**src/design/overlap_box_suppression_unit_defines.svh**
```systemverilog
// Assertion macros used by the top-level design file.
`ifndef OVERLAP_BOX_SUPPRESSION_UNIT_DEFINES_SVH
`define OVERLAP_BOX_SUPPRESSION_UNIT_DEFINES_SVH

`ifndef SYNTH
`define OBSU_ASSERT_IMP(lbl, ante, cons) \
    lbl: assert property (@(posedge clk) disable iff (!rst_n) (ante) |-> (cons)) \
        else $error("obsu assertion failed");
`define OBSU_ASSERT_NXT(lbl, ante, cons) \
    lbl: assert property (@(posedge clk) disable iff (!rst_n) (ante) |=> (cons)) \
        else $error("obsu assertion failed");
`else
`define OBSU_ASSERT_IMP(lbl, ante, cons)
`define OBSU_ASSERT_NXT(lbl, ante, cons)
`endif

`endif

```
**src/design/obsu_pkg.sv**
```systemverilog
package obsu_pkg;

    localparam int COORD_W = 16;
    localparam int SCORE_W = 16;
    localparam int PX_FRAC = 4;
    localparam int PX_W    = COORD_W - PX_FRAC;
    localparam int IDX_W   = 5;

    localparam logic CMD_OFFER = 1'b0;
    localparam logic CMD_FLUSH = 1'b1;

    typedef struct packed {
        logic [COORD_W-1:0] bottom;
        logic [COORD_W-1:0] right;
        logic [COORD_W-1:0] top;
        logic [COORD_W-1:0] left;
    } box_t;

    typedef struct packed {
        logic [SCORE_W-1:0] score;
        box_t               box;
    } entry_t;

    localparam int ENTRY_W = $bits(entry_t);

    typedef struct packed {
        logic hit;
        logic replace;
    } cmp_res_t;

endpackage

```
**src/design/obsu_ram.sv**
```systemverilog
module obsu_ram #(
    parameter int WIDTH = 80,
    parameter int DEPTH = 32
) (
    input  logic                                      clk,
    input  logic                                      we,
    input  logic [((DEPTH > 1) ? $clog2(DEPTH) : 1)-1:0] waddr,
    input  logic [WIDTH-1:0]                          wdata,
    input  logic [((DEPTH > 1) ? $clog2(DEPTH) : 1)-1:0] raddr,
    output logic [WIDTH-1:0]                          rdata
);

    logic [WIDTH-1:0] mem [DEPTH];

    always_ff @(posedge clk)
    begin
        if (we)
        begin
            mem[waddr] <= wdata;
        end
        rdata <= mem[raddr];
    end

endmodule

```
**src/design/obsu_cmp.sv**
```systemverilog
module obsu_cmp
    import obsu_pkg::*;
(
    input  entry_t   cand,
    input  entry_t   kept,
    output cmp_res_t res
);

    logic apart;

    // shared edges count as touching
    always_comb
    begin
        apart = (cand.box.left > kept.box.right) || (kept.box.left > cand.box.right) ||
                (cand.box.top > kept.box.bottom) || (kept.box.top > cand.box.bottom);
        res.hit     = !apart;
        res.replace = !apart && (cand.score > kept.score);
    end

endmodule

```
**src/design/overlap_box_suppression_unit.sv**
```systemverilog
// Channel | Direction | Handshake          | Payload
// in      | input     | in_valid/in_stall   | command, confidence, left_x, top_y, right_x, bottom_y
// out     | output    | out_valid/out_stall | valid_res, face_index, score, *_px, last, overflow
//
// Offer: IDLE, then SCAN over the kept entries, then APPEND; a box of zero width or height
// is dropped in IDLE; one kept entry per cycle through the overlap comparator.
// Flush: per result a store read, then an output register load; a stall holds the read.
// Reset clears the kept count and overflow flag; store contents are not cleared.
// A held output register blocks only the next flush result, not offers.
`include "overlap_box_suppression_unit_defines.svh"

module overlap_box_suppression_unit
    import obsu_pkg::*;
#(
    parameter int MAX_BOXES = 32
) (
    input  logic               clk,
    input  logic               rst_n,
    input  logic               in_valid,
    output logic               in_stall,
    input  logic               command,
    input  logic [SCORE_W-1:0] confidence,
    input  logic [COORD_W-1:0] left_x,
    input  logic [COORD_W-1:0] top_y,
    input  logic [COORD_W-1:0] right_x,
    input  logic [COORD_W-1:0] bottom_y,
    output logic               out_valid,
    input  logic               out_stall,
    output logic               valid_res,
    output logic [IDX_W-1:0]   face_index,
    output logic [SCORE_W-1:0] score,
    output logic [PX_W-1:0]    left_px,
    output logic [PX_W-1:0]    top_px,
    output logic [PX_W-1:0]    right_px,
    output logic [PX_W-1:0]    bottom_px,
    output logic               last,
    output logic               overflow
);

    localparam int AW    = (MAX_BOXES > 1) ? $clog2(MAX_BOXES) : 1;
    localparam int CNT_W = $clog2(MAX_BOXES + 1);

    localparam logic [2:0] S_IDLE   = 3'd0;
    localparam logic [2:0] S_SCAN   = 3'd1;
    localparam logic [2:0] S_APPEND = 3'd2;
    localparam logic [2:0] S_FL_RD  = 3'd3;
    localparam logic [2:0] S_FL_LD  = 3'd4;

    logic [2:0]       state_reg, state_next;
    logic [CNT_W-1:0] cnt_reg, cnt_next;
    logic             ovf_reg, ovf_next;
    entry_t           new_reg, new_next;
    logic [CNT_W-1:0] rd_ptr_reg, rd_ptr_next;
    logic [CNT_W-1:0] wr_ptr_reg, wr_ptr_next;
    logic             chk_vld_reg, chk_vld_next;
    logic             hit_any_reg, hit_any_next;
    logic             repl_any_reg, repl_any_next;
    logic [CNT_W-1:0] fl_idx_reg, fl_idx_next;

    logic               out_valid_reg, out_valid_next;
    logic               valid_res_reg, valid_res_next;
    logic [IDX_W-1:0]   face_index_reg, face_index_next;
    logic [SCORE_W-1:0] score_reg, score_next;
    logic [PX_W-1:0]    left_px_reg, left_px_next;
    logic [PX_W-1:0]    top_px_reg, top_px_next;
    logic [PX_W-1:0]    right_px_reg, right_px_next;
    logic [PX_W-1:0]    bottom_px_reg, bottom_px_next;
    logic               last_reg, last_next;
    logic               overflow_reg, overflow_next;

    logic             ram_we;
    logic [AW-1:0]    ram_waddr;
    logic [AW-1:0]    ram_raddr;
    entry_t           ram_wdata;
    entry_t           ram_rdata;
    cmp_res_t         cmp_res;
    logic             fl_last;

    obsu_ram #(
        .WIDTH (ENTRY_W),
        .DEPTH (MAX_BOXES)
    ) u_store (
        .clk   (clk),
        .we    (ram_we),
        .waddr (ram_waddr),
        .wdata (ram_wdata),
        .raddr (ram_raddr),
        .rdata (ram_rdata)
    );

    obsu_cmp u_cmp (
        .cand (new_reg),
        .kept (ram_rdata),
        .res  (cmp_res)
    );

    assign fl_last = (cnt_reg == '0) || ((fl_idx_reg + CNT_W'(1)) == cnt_reg);

    always_comb
    begin
        state_next      = state_reg;
        cnt_next        = cnt_reg;
        ovf_next        = ovf_reg;
        new_next        = new_reg;
        rd_ptr_next     = rd_ptr_reg;
        wr_ptr_next     = wr_ptr_reg;
        chk_vld_next    = chk_vld_reg;
        hit_any_next    = hit_any_reg;
        repl_any_next   = repl_any_reg;
        fl_idx_next     = fl_idx_reg;
        out_valid_next  = out_valid_reg;
        valid_res_next  = valid_res_reg;
        face_index_next = face_index_reg;
        score_next      = score_reg;
        left_px_next    = left_px_reg;
        top_px_next     = top_px_reg;
        right_px_next   = right_px_reg;
        bottom_px_next  = bottom_px_reg;
        last_next       = last_reg;
        overflow_next   = overflow_reg;
        ram_we          = 1'b0;
        ram_waddr       = wr_ptr_reg[AW-1:0];
        ram_wdata       = ram_rdata;
        ram_raddr       = rd_ptr_reg[AW-1:0];

        if (out_valid_reg && !out_stall)
        begin
            out_valid_next = 1'b0;
        end

        case (state_reg)
            S_IDLE:
            begin
                if (in_valid)
                begin
                    if (command == CMD_FLUSH)
                    begin
                        fl_idx_next = '0;
                        state_next  = S_FL_RD;
                    end
                    else if ((left_x != right_x) && (top_y != bottom_y))
                    begin
                        new_next.score      = confidence;
                        new_next.box.left   = left_x;
                        new_next.box.top    = top_y;
                        new_next.box.right  = right_x;
                        new_next.box.bottom = bottom_y;
                        rd_ptr_next         = '0;
                        wr_ptr_next         = '0;
                        chk_vld_next        = 1'b0;
                        hit_any_next        = 1'b0;
                        repl_any_next       = 1'b0;
                        state_next          = S_SCAN;
                    end
                end
            end
            S_SCAN:
            begin
                // read runs at least one entry ahead of the compacting write
                if (rd_ptr_reg < cnt_reg)
                begin
                    rd_ptr_next  = rd_ptr_reg + CNT_W'(1);
                    chk_vld_next = 1'b1;
                end
                else
                begin
                    chk_vld_next = 1'b0;
                end
                if (chk_vld_reg)
                begin
                    if (cmp_res.hit)
                    begin
                        hit_any_next = 1'b1;
                    end
                    if (cmp_res.replace)
                    begin
                        repl_any_next = 1'b1;
                    end
                    else
                    begin
                        ram_we      = 1'b1;
                        wr_ptr_next = wr_ptr_reg + CNT_W'(1);
                    end
                end
                if (!chk_vld_reg && (rd_ptr_reg == cnt_reg))
                begin
                    state_next = S_APPEND;
                end
            end
            S_APPEND:
            begin
                cnt_next = wr_ptr_reg;
                if (!hit_any_reg || repl_any_reg)
                begin
                    if (wr_ptr_reg >= CNT_W'(MAX_BOXES))
                    begin
                        ovf_next = 1'b1;
                    end
                    else
                    begin
                        ram_we    = 1'b1;
                        ram_wdata = new_reg;
                        cnt_next  = wr_ptr_reg + CNT_W'(1);
                    end
                end
                state_next = S_IDLE;
            end
            S_FL_RD:
            begin
                ram_raddr = fl_idx_reg[AW-1:0];
                if (!out_valid_reg || !out_stall)
                begin
                    state_next = S_FL_LD;
                end
            end
            S_FL_LD:
            begin
                out_valid_next  = 1'b1;
                overflow_next   = ovf_reg;
                last_next       = fl_last;
                if (cnt_reg == '0)
                begin
                    valid_res_next  = 1'b0;
                    face_index_next = '0;
                    score_next      = '0;
                    left_px_next    = '0;
                    top_px_next     = '0;
                    right_px_next   = '0;
                    bottom_px_next  = '0;
                end
                else
                begin
                    valid_res_next  = 1'b1;
                    face_index_next = IDX_W'(fl_idx_reg);
                    score_next      = ram_rdata.score;
                    left_px_next    = ram_rdata.box.left[COORD_W-1:PX_FRAC];
                    top_px_next     = ram_rdata.box.top[COORD_W-1:PX_FRAC];
                    right_px_next   = ram_rdata.box.right[COORD_W-1:PX_FRAC];
                    bottom_px_next  = ram_rdata.box.bottom[COORD_W-1:PX_FRAC];
                end
                if (fl_last)
                begin
                    cnt_next   = '0;
                    ovf_next   = 1'b0;
                    state_next = S_IDLE;
                end
                else
                begin
                    fl_idx_next = fl_idx_reg + CNT_W'(1);
                    state_next  = S_FL_RD;
                end
            end
            default:
            begin
                state_next = S_IDLE;
            end
        endcase
    end

    always_ff @(posedge clk or negedge rst_n)
    begin
        if (!rst_n)
        begin
            state_reg     <= S_IDLE;
            cnt_reg       <= '0;
            ovf_reg       <= 1'b0;
            chk_vld_reg   <= 1'b0;
            out_valid_reg <= 1'b0;
        end
        else
        begin
            state_reg     <= state_next;
            cnt_reg       <= cnt_next;
            ovf_reg       <= ovf_next;
            chk_vld_reg   <= chk_vld_next;
            out_valid_reg <= out_valid_next;
        end
    end

    always_ff @(posedge clk)
    begin
        new_reg        <= new_next;
        rd_ptr_reg     <= rd_ptr_next;
        wr_ptr_reg     <= wr_ptr_next;
        hit_any_reg    <= hit_any_next;
        repl_any_reg   <= repl_any_next;
        fl_idx_reg     <= fl_idx_next;
        valid_res_reg  <= valid_res_next;
        face_index_reg <= face_index_next;
        score_reg      <= score_next;
        left_px_reg    <= left_px_next;
        top_px_reg     <= top_px_next;
        right_px_reg   <= right_px_next;
        bottom_px_reg  <= bottom_px_next;
        last_reg       <= last_next;
        overflow_reg   <= overflow_next;
    end

    assign in_stall   = (state_reg != S_IDLE);
    assign out_valid  = out_valid_reg;
    assign valid_res  = valid_res_reg;
    assign face_index = face_index_reg;
    assign score      = score_reg;
    assign left_px    = left_px_reg;
    assign top_px     = top_px_reg;
    assign right_px   = right_px_reg;
    assign bottom_px  = bottom_px_reg;
    assign last       = last_reg;
    assign overflow   = overflow_reg;

    `OBSU_ASSERT_IMP(a_cnt_range, 1'b1, cnt_reg <= CNT_W'(MAX_BOXES))
    `OBSU_ASSERT_IMP(a_wr_behind_rd, state_reg == S_SCAN, wr_ptr_reg <= rd_ptr_reg)
    `OBSU_ASSERT_NXT(a_flush_clears, (state_reg == S_FL_LD) && fl_last, (cnt_reg == '0) && !ovf_reg)
    `OBSU_ASSERT_IMP(a_out_load, $rose(out_valid_reg), $past(state_reg) == S_FL_LD)

endmodule

```
**config.mk**
```make
export PLATFORM = sky130hd
export DESIGN_NAME = overlap_box_suppression_unit
export DESIGN_NICKNAME = d
export VERILOG_FILES = /design/src/design/obsu_pkg.sv /design/src/design/obsu_ram.sv /design/src/design/obsu_cmp.sv /design/src/design/overlap_box_suppression_unit.sv
export VERILOG_INCLUDE_DIRS = /design/src /design/src/design
export SDC_FILE = /design/constraint.sdc
export NUM_CORES = 2
export LEC_CHECK = 0
export BUFFER_PORTS_ARGS = -buffer_cell sky130_fd_sc_hd__buf_4
export CAP_MARGIN = 20
export CORE_MARGIN = 5
export CORE_UTILIZATION = 45
export CTS_CLUSTER_DIAMETER = 100
export DETAILED_ROUTE_END_ITERATION = 8
export PLACE_DENSITY_LB_ADDON = 0.12
export RECOVER_POWER = 50
export SLEW_MARGIN = 10
export SYNTH_ARGS = -nofsm -noshare
export SYNTH_HDL_FRONTEND = slang
export SYNTH_SLANG_ARGS = --single-unit
```
**constraint.sdc**
```tcl
create_clock -name clk -period 20.1 [get_ports clk]
set_input_delay 4.02 -clock clk [delete_from_list [all_inputs] [get_ports clk]]
set_output_delay 4.02 -clock clk [all_outputs]
set_load 0.05 [all_outputs]
```
### Yosys cells after proc, flatten, opt, wreduce, memory -nomap -nowiden

Memory sizes are Yosys's and may differ from the RTL's. A register that Yosys moved wholly into a read port is not among the register bits.
Index checks and enable logic that the tools add are counted.

| word-level totals | value |
|---|---|
| memories kept | 1 |
| bits in writable memories | 2560 |
| input bits | 85 |
| flip-flop bits (word level) | 184 |

| cells by class | value |
|---|---|
| multiplexer cells | 52 |
| add/subtract/negate cells | 3 |
| reduce and logical (&&, ||, !) cells | 32 |
| bitwise gates (word level) | 1 |
| eq/ne operators | 24 |
| $lt $le $gt $ge | 7 |

Memories:

| memory | depth | bits a word | rd ports | clocked after memory_dff | wr ports | RTL line | source |
|---|---|---|---|---|---|---|---|
| u_store.mem | 32 | 80 | 1 | 1 | 1 | obsu_ram.sv:13 | `logic [WIDTH-1:0] mem [DEPTH];` |

Operators by type and width:

| operator | number |
|---|---|
| 2-to-1 mux 80 bit | 3 |
| greater-than comparator 16 bit | 5 |
| 2-to-1 mux 6 bit | 12 |
| case mux 6 bit (2 select lines) | 4 |
| != test 16 bit | 2 |
| != test 2 bit, second input constant | 15 |
| 2-to-1 mux 1 bit | 20 |
| AND reduction 4 bit | 5 |
| adder 6 x 1 -> 6 bit, second input constant | 3 |
| AND reduction 6 bit | 3 |
| 2-to-1 mux 3 bit | 5 |
| == test 6 bit | 2 |
| case mux 3 bit (4 select lines) | 1 |
| case mux 1 bit (2 select lines) | 5 |
| nonzero test 2 bit | 4 |
| == test 3 x 2 -> 1 bit, second input constant | 2 |
| greater-or-equal comparator 6 bit, second input constant | 1 |
| logical NOT 6 bit | 1 |
| logical OR 1 bit | 6 |
| less-than comparator 6 bit | 1 |
| logical NOT 1 bit | 5 |
| 2-to-1 mux 5 bit | 1 |
| AND reduction 5 bit | 1 |
| logical AND 1 bit | 4 |
| other kinds (8) | 8 |

### Depth between registers and ports, before layout

| logic depth | value |
|---|---|
| depth after elaboration | 11 |
| gate-level depth with buffers | 12 |

### Hierarchy

A second synthesis with hierarchy kept.

| second synthesis, totals | value |
|---|---|
| cell total of the unflattened synthesis | 5511 |
| area total of the unflattened synthesis | 109263.5 sq um |

Modules (own cells, without submodules):

| module | area an instance (sq um) | instances | cells each | sequential area each (sq um) |
|---|---|---|---|---|
| obsu_ram | 98903.6 | 1 | 4683 | 78475.3 |
| overlap_box_suppression_unit | 8338.0 | 1 | 549 | 5465.2 |
| obsu_cmp | 2021.9 | 1 | 279 | 0.0 |

### Worst setup path before layout

No wires, ideal clock.

| timing path | value |
|---|---|
| path kind | in2reg |
| start | input port top_y[4] |
| end | register hit_any_reg, enable pin |
| buffers on the path | 0 |
| required time | 19.802 ns |
| setup slack | 13.456 ns |
| arrival time | 6.346 ns |
| cell stages on the path | 7 |
| setup time | 0.298 ns |
| cells stage by stage | xnor2_1 > nand4_1 > nor4_1 > nor2_1 > nand4b_1 > inv_1 > a21o_1 |

| between the ends | value |
|---|---|
| longest elaborated chain between the ends | 4 |

Ends and longest elaborated chain:

| element | RTL line | source |
|---|---|---|
| from (decl) | overlap_box_suppression_unit.sv:24 | `input logic [COORD_W-1:0] top_y,` |
| != test 16 bit | overlap_box_suppression_unit.sv:141 | `else if ((left_x != right_x) && (top_y != bottom_y))` |
| logical AND 1 bit | overlap_box_suppression_unit.sv:141 |  |
| != test 2 bit (no source line) | -- |  |
| AND reduction 6 bit (no source line) | -- |  |
| to (signal assigned) | overlap_box_suppression_unit.sv:285 | `hit_any_reg <= hit_any_next;` |
| to (decl) | overlap_box_suppression_unit.sv:56 | `logic hit_any_reg, hit_any_next;` |

Every way passes these cells.
A chain may end at the register's enable or synchronous reset.

==> metrics <==
NetSw around 2.3 mW; most frequent cells in the layout 2732 x edfxtp_1, 845 x nand2_1, 339 x mux4_2; CP Launch Type flop; Slew @ Worst Pin around 6.2 ns; combinational power share less than 1%; Iter 0 DRT Violations 8410; worst reg2reg path startpoint state_reg[0]; Clk pwr share about 46%; Reg2Reg Setup Slack 7.43 ns; Slew Viols, Final about 530; Post-Route WL 353 mm; slew margin rel. -311%; GPL Wtd Cong 0.835; Hold Crit Start ovf_reg; dominant cells by area after synthesis edfxtp_1 75%, mux4_2 7.0%, nand2_1 2.9%; Final Hold Vio Count 0; Worst Setup End Kind flop; Avg WL per Cell 35.6 um; global-route usage over all layers between 20% and 30%; first-pass GRT wire length 486 mm; synthesis-to-layout area growth 13.8%; Longest Clk Path Bufs 4; sw frac a little under a fifth; Hold Path End overflow; Syn Inst Count 6144; vias 61700; PD cells 95.4 nW/um^2; largest net degree at the start of global routing 130; Setup Crit Path Kind flop to flop; syn avg cell area 17.8 um^2; vias in the first global route 60000; FP Rows 181; boundary pin count 159; cell accounting for the most synthesized area edfxtp_1; number of nets in the layout 6640; CTS Root Cell clkbuf_16; CTS Sinks 2824; CTS tree built; initial antenna violation count 15; max reg flops 2560; Final min period around 13 ns; CTS H-Tree Depth 5; YS warnings 0; asr flop ratio synth 0.425%; status finished with violations; slowest stage cell, crit path clkbuf_1; CTS-repair resized insts 0; Die Wd 503 um; CP Data Required Time 19.86 ns; clk_skew around 0.059 ns; FF+latch count, synth 2824; post-route cell area between 100000 and 150000 um^2; Main synth FF type edfxtp_1; post-synth top area share 75.0%; postcts setup bufs 0; part of the cycle the worst path needs between 60% and 70%; chip height about 500 um; CTS buffer count 313; pre-CTS setup slack 12.34 ns; post-DP HPWL 188 mm; worst-path cell chain nor3b_1 -> clkbuf_1 -> and2_0 -> clkbuf_1 -> o21ai_0; Initial DRT Pass Iterations 5; Worst Path Max Fanout 95; RR Endpoint u_store.mem[29][61]; Syn Std Cell Area 109000 um^2; Lkg Pwr 33.5 nW; Worst-path clk slew 0.06 ns; Worst Hold Path Cells 0; vias per cell 6.24; violated checks capacitance limit, slew limit; Seq pwr share 53.5%; Finished Core Util 51.3%; HP Class flop to flop; Reg2Reg Depth 5; Core Box Area about 240000 um^2; maximum vdd drop 0.0650 mV; full die area between 200000 and 300000 um^2; Post-DRT Antenna Nets 0; P_int about 9.6 mW; RSZ-0062 raised after global routing false; final setup vio count 0; sequential share of the synthesized area 76.7%; Max Clock Freq about 0.079 GHz; Initial Utilization 45.1%; worst skew pair latency roughly 0.96 ns; # DRC 0; TNS Setup 0 ns; Cell Area, Placed 115000 um^2; max incr delay on CP 4.43 ns; post-layout worst setup margin 7.43 ns; CP dominant cell by count clkbuf_1; EDFF count, synth between 2000 and 3000; max cap viols 17; post-synthesis cell type count between 60 and 70; Overflow after GRT 0; share of layout cells above drive strength 1 around 16%; Worst Path Arrival approximately 12 ns; commonest non-fill, non-tap cell in the layout edfxtp_1; CTS Hold Buffers Added 0; post-synth net total 6321; PortBufs 158
cells in the mapped netlist, types with 51 or more instances:
| cell | instances |
|---|---|
| o221ai_1 | 60 |
| o21ai_0 | 142 |
| a32oi_1 | 56 |
| dfxtp_1 | 80 |
| buf_2 | 146 |
| a221oi_1 | 51 |
| nand2_1 | 847 |
| a31oi_1 | 125 |
| o22ai_1 | 98 |
| a21oi_1 | 89 |
| nand3_1 | 252 |
| mux2i_1 | 225 |
| inv_1 | 100 |
| clkbuf_1 | 126 |
| ha_1 | 92 |
| a22oi_1 | 75 |
| a211oi_1 | 51 |
| edfxtp_1 | 2732 |
| mux4_2 | 339 |
per-stage QoR:
step | hold WS, ns | cells | power, mW
6_report | 0.524 | 9899 | 11.9
5_1_grt | 0.538 | 9898 | 12.2
4_1_cts | 0.531 | 9879 | 12.0
3_5_place_dp | 0.517 | 9334 | 6.51
3_3_place_gp | 0.516 | 9323 | 6.51
2_1_floorplan | 0.425 | 6144 | 6.49
worst max path at each step:
stage                      start             endpoint  slack [ns]
finish              state_reg[0]  u_store.mem[29][61]        7.43
global route        state_reg[1]  u_store.mem[24][61]        6.91
CTS                     top_y[4]          new_reg[77]       13.32
detailed placement      top_y[4]          new_reg[77]       12.34
global placement    bottom_y[14]          new_reg[77]       12.32
floorplan               top_y[4]          hit_any_reg       13.46
cell type report:
| class | count | area, um^2 |
|---|---|---|
| Antenna cell | 4 | 10.0 |
| Clock buffer | 424 | 8570 |
| Clock inverter | 121 | 1120 |
| Fill cell | 19600 | 118000 |
| Inverter | 100 | 379 |
| Multi-Input combinational cell | 2872 | 24000 |
| Sequential cell | 2824 | 83900 |
| Tap cell | 3202 | 4010 |
| Timing Repair Buffer | 352 | 2450 |
per-layer routing:
layer  wire length, um  GRT usage (%)  part of all wire (%)  up-vias
li1                  -              -                     -    25200
met1            143000           38.9                    41    32700
met2            165000           43.6                    47     3182
met3             28200           4.17                   8.0      619
met4             15900           11.0                   4.5        2
met5                12              0                0.0034        -
worst max-delay path, delay by kind of cell (launching register included):
kind            cells  cell delay [ns]
compound gates      1             3.49
buf+inv             2             4.89
simple gates        2             2.53
flops               1             0.46
power groups by stage:
| stage | combinational (mW) | clock (mW) | sequential, mW |
|---|---|---|---|
| after floorplan | 0.00617 | 0 | 6.48 |
| after global placement | 0.0283 | 0 | 6.48 |
| after detailed placement | 0.0286 | 0 | 6.48 |
| after CTS | 0.0288 | 5.57 | 6.36 |
| after global routing | 0.0243 | 5.82 | 6.35 |
| final | 0.0231 | 5.50 | 6.36 |
kinds of logic after synthesis:
| logic type | after synthesis | synth area share (%) |
|---|---|---|
| flops | 2824 | 76.7 |
| simple gates | 1289 | 5.10 |
| compound gates | 835 | 5.23 |
| mux | 604 | 9.48 |
| buf+inv | 448 | 1.97 |
| fa+ha+maj | 92 | 1.05 |
| xor+xnor | 52 | 0.429 |
Power figures use the tool's default switching activity.
